### config.mk
export PLATFORM = sky130hd
export DESIGN_NAME = tcrb_alu
export DESIGN_NICKNAME = d
export VERILOG_FILES = /design/src/rtl/tcrb_pkg.sv /design/src/rtl/tcrb_alu.sv
export SDC_FILE = /design/constraint.sdc
export NUM_CORES = 1
export LEC_CHECK = 0
export ABC_AREA = 0
export BUFFER_PORTS_ARGS = -buffer_cell sky130_fd_sc_hd__buf_4
export CAP_MARGIN = 10
export CORE_MARGIN = 4
export CORE_UTILIZATION = 50
export DETAILED_ROUTE_END_ITERATION = 12
export MAX_ROUTING_LAYER = met4
export PLACE_DENSITY = 0.85
export SLEW_MARGIN = 20
export SYNTH_ARGS = -nofsm -noshare
export SYNTH_HDL_FRONTEND = slang
export SYNTH_SLANG_ARGS = --single-unit
### constraint.sdc
create_clock -name vclk -period 6.8
set_clock_uncertainty 0.15 [all_clocks]
set_input_delay 1.36 -clock vclk [all_inputs]
set_output_delay 1.36 -clock vclk [all_outputs]
set_load 0.005 [all_outputs]
### src/rtl/tcrb_pkg.sv
// tcrb_pkg: shared constants, codes and payload types of the terminal byte ring buffer
`default_nettype none
package tcrb_pkg;

	localparam int DEPTH     = 1024;
	localparam int MAX_BURST = 64;

	localparam int IDX_W   = $clog2(DEPTH);
	localparam int SIZE_W  = $clog2(DEPTH) + 1;
	localparam int CFG_W   = 11;
	localparam int CNT_W   = 10;
	localparam int AMT_W   = 10;
	localparam int OCC_W   = 10;
	localparam int BURST_W = $clog2(MAX_BURST + 1);
	localparam int WIDE_W  = (CNT_W > SIZE_W) ? CNT_W : SIZE_W;

	localparam int SIZE_RST = (DEPTH < 1024) ? DEPTH : 1024;

	localparam logic [2:0] K_PUT   = 3'd0;
	localparam logic [2:0] K_GET   = 3'd1;
	localparam logic [2:0] K_FLUSH = 3'd2;
	localparam logic [2:0] K_SCAN  = 3'd3;
	localparam logic [2:0] K_CLEAR = 3'd4;

	localparam logic [1:0] ST_OK    = 2'd0;
	localparam logic [1:0] ST_FULL  = 2'd1;
	localparam logic [1:0] ST_EMPTY = 2'd2;

	typedef struct packed {
		logic [2:0]       kind;
		logic [7:0]       data_in;
		logic [CNT_W-1:0] count;
		logic [7:0]       mask;
	} req_t;

	typedef struct packed {
		logic [7:0]       data_out;
		logic [1:0]       status;
		logic [AMT_W-1:0] amount;
		logic [OCC_W-1:0] occupancy;
		logic             last;
	} rsp_t;

	typedef struct packed {
		logic             rd_en;
		logic [IDX_W-1:0] rd_addr;
		logic             wr_en;
		logic [IDX_W-1:0] wr_addr;
		logic [7:0]       wr_data;
	} mem_req_t;

	typedef struct packed {
		logic [SIZE_W-1:0] a;
		logic [SIZE_W-1:0] b;
	} alu_req_t;

	typedef struct packed {
		logic [SIZE_W:0]   sum;
		logic [SIZE_W-1:0] wrap;
	} alu_rsp_t;

endpackage
`default_nettype wire

### src/rtl/tcrb_alu.sv
// tcrb_alu: shared index adder with modulo-size wrap
`default_nettype none
module tcrb_alu (
	input  tcrb_pkg::alu_req_t          req,
	input  logic [tcrb_pkg::SIZE_W-1:0] size,
	output tcrb_pkg::alu_rsp_t          rsp
);
	import tcrb_pkg::*;

	logic [SIZE_W:0] sum;

	assign sum = {1'b0, req.a} + {1'b0, req.b};

	always_comb begin
		rsp.sum = sum;
		if (sum >= {1'b0, size}) begin
			rsp.wrap = SIZE_W'(sum - {1'b0, size});
		end else begin
			rsp.wrap = SIZE_W'(sum);
		end
	end

endmodule
`default_nettype wire

==> qor.txt <==
Most common cell after layout, fill and taps aside = buf_4
WL/cell = 14.0 µm
Switching Share = 45.2%
Layout cells sized above 1 = 33.3%
Sequential area share after synthesis = 0%
Peak supply drop = 114 µV
Minimum clock period = 6540 ps
Unrepaired setup endpoints after global routing = false
Adder-Cell Fraction of Synth Area = 25.8%
Sequential Power Share = 0%
Crit path max-delay family = compound AO/OA/AOI/OAI gates
IO Count = 56
Comb power frac = 100.0%
# diodes = 0
PwrDens = 201 nW/µm²
Starting Density = 53.7%
Vias in the first global route = 1376
Mean area per synthesized cell = 7.64 µm²
Buffers on Ports = 56
Syn_nets = 217
Outcome = complete, no violations
Sequential cells = 0
YS warnings = 0
DR vias/cell = 5.78
GRT Total Usage = 20.6%
Worst slew pin tran = 449 ps
Post-CTS setup buffer count = 0
Grt ovf = 0
Via count = 1392
Synth Area in XOR/XNOR = 9.31%
Post-Syn Instances = 160
Psw = 150 µW
Static Leak = 0.909 nW
Setup TNS = 0 ps
Iteration-0 DRC Markers = 35
# DRC = 0
Synth Area in Simple Gates = 14.0%
Buf/Inv on CP = 3
DIE HEIGHT = 57.4 µm
Final Hold Viols = 0
Final setup viols = 0
Min-Delay Path Class = input port to primary output
Die X = 57.4 µm
Max incr delay on CP = 630 ps
CP max FO = 11
Critical-path top delay cell = a2111o_2
P_int = 183 µW
Largest net degree at the start of global routing = 12
TritonRoute pass-1 iters = 4
Core Footprint = 2280 µm²
Largest family of logic cells by synthesized area = compound AO/OA/AOI/OAI gates
Layout area overhead = 35.2%
Worst-path cell chain = buf_4 -> ha_1 -> inv_1 -> fa_1 -> nor2b_1 -> o31a_1 -> o21ai_1 -> nand2_1 -> xor2_1 -> ha_1 -> nand2_1 -> o21ai_0 -> a211oi_1 -> a21oi_1 -> a2111o_2 -> mux2_4 -> buf_4
First-pass GRT wire length = 5640 µm
Tcrit/Tclk final = 96.1%
Most frequent cells in the layout = buf_4 (56), ha_1 (22), inv_1 (20)
Setup crit end kind = primary output
Wirelength, routed = 3370 µm
Synthesized cell area = 1220 µm²
Rows = 17
Clkbuf count = 0
Initial antenna violation count = 0
Clock group share of total power = 0%
CP Data Required Time = 5290 ps
Total chip power = 333 µW
Unique masters post-synth = 40
Reg area = 0 µm²
Layout filler cell count = 191
Critical Path Start Type = input port
Final net count = 272
DRT antenna net count = 0
WS Path Type = input port to primary output
Die footprint = 3300 µm²
Detailed Place HPWL = 2920 µm
Slew margin rel. = 69.8%
Slew Limit Fails = 0
Post-synthesis compound-gate area fraction = 29.8%
Max Freq = 0.153 GHz
Placer Congestion = 0.872
Mux contribution to synthesized area = 12.8%
WP data arrival = 5030 ps
Max Cap Viol = 0
[power by group through the flow]
stage	clock [mW]	sequential, mW	combinational (mW)
floorplan	0	0	0.214
global placement	0	0	0.319
detailed placement	0	0	0.329
CTS	0	0	0.331
global route	0	0	0.361
finish	0	0	0.333
[cell type report]
type / count / area [µm²] / area share (%)
inverter: 20 / 75.1 / 4.54
multi-input combinational: 137 / 1120 / 67.9
tap: 28 / 35.0 / 2.12
timing repair buffer: 56 / 420 / 25.4
[synth_stat cells, types with 2 or more instances]
cell type	number	area share [%]
a211oi_1	2	1.2
a21o_1	7	4.3
a21o_2	2	1.4
a21oi_1	14	5.7
a31oi_1	2	1.0
buf_6	2	1.8
fa_1	2	3.3
ha_1	22	23
inv_1	20	6.1
mux2_4	9	11
nand2_1	9	2.8
nand2b_1	2	1.0
nand3_1	4	1.6
nand4_1	2	1.0
nor2_1	9	2.8
nor3_1	4	1.6
o2111ai_1	2	1.4
o211ai_1	3	1.8
o21a_1	6	3.7
o21ai_0	6	2.5
xnor2_1	8	5.7
xor2_1	5	3.6
[tightest hold or removal path, cell delays in order]
cell and delay (ps):
buf_4 80, ha_1 130, buf_4 110
[metal layers]
metal	up-vias	routed length, µm	global-route usage (%)
li1	692	-	-
met1	647	1380	24.8
met2	45	1760	36.9
met3	8	155	1.13
met4	0	75	4.97
met5	-	0	-
[stage by stage]
step                      area (µm²)  instances  utilization (%)  setup slack, ps  hold WS (ps)
after CTS                       1650        241             72.6              184          2880
after global placement          1650        241             72.6              327          2880
after floorplan                 1220        160                -              893          2690
after global routing            1650        241             72.6             27.4          2910
after detailed placement        1650        241             72.6              197          2880
final                           1650        241             72.6              263          2880
[worst paths after layout]
| check | startpoint | to | slack, ps | depth (start not counted) |
|---|---|---|---|---|
| worst min-delay path | req[11] | rsp[11] | 2880 | 3 |
| worst max-delay path | req[0] | rsp[3] | 260 | 17 |
[cells by family after synthesis]
kind of cell | Yosys count
compound gates | 53
xor+xnor | 13
fa+ha+maj | 24
buf+inv | 23
mux | 11
simple gates | 36
[repair_timing]
item,4_1_cts,5_1_grt
setup endpoints to repair,0,11
resized for setup,0,2
hold buffers,0,0
(Power assumes the default switching activity.)
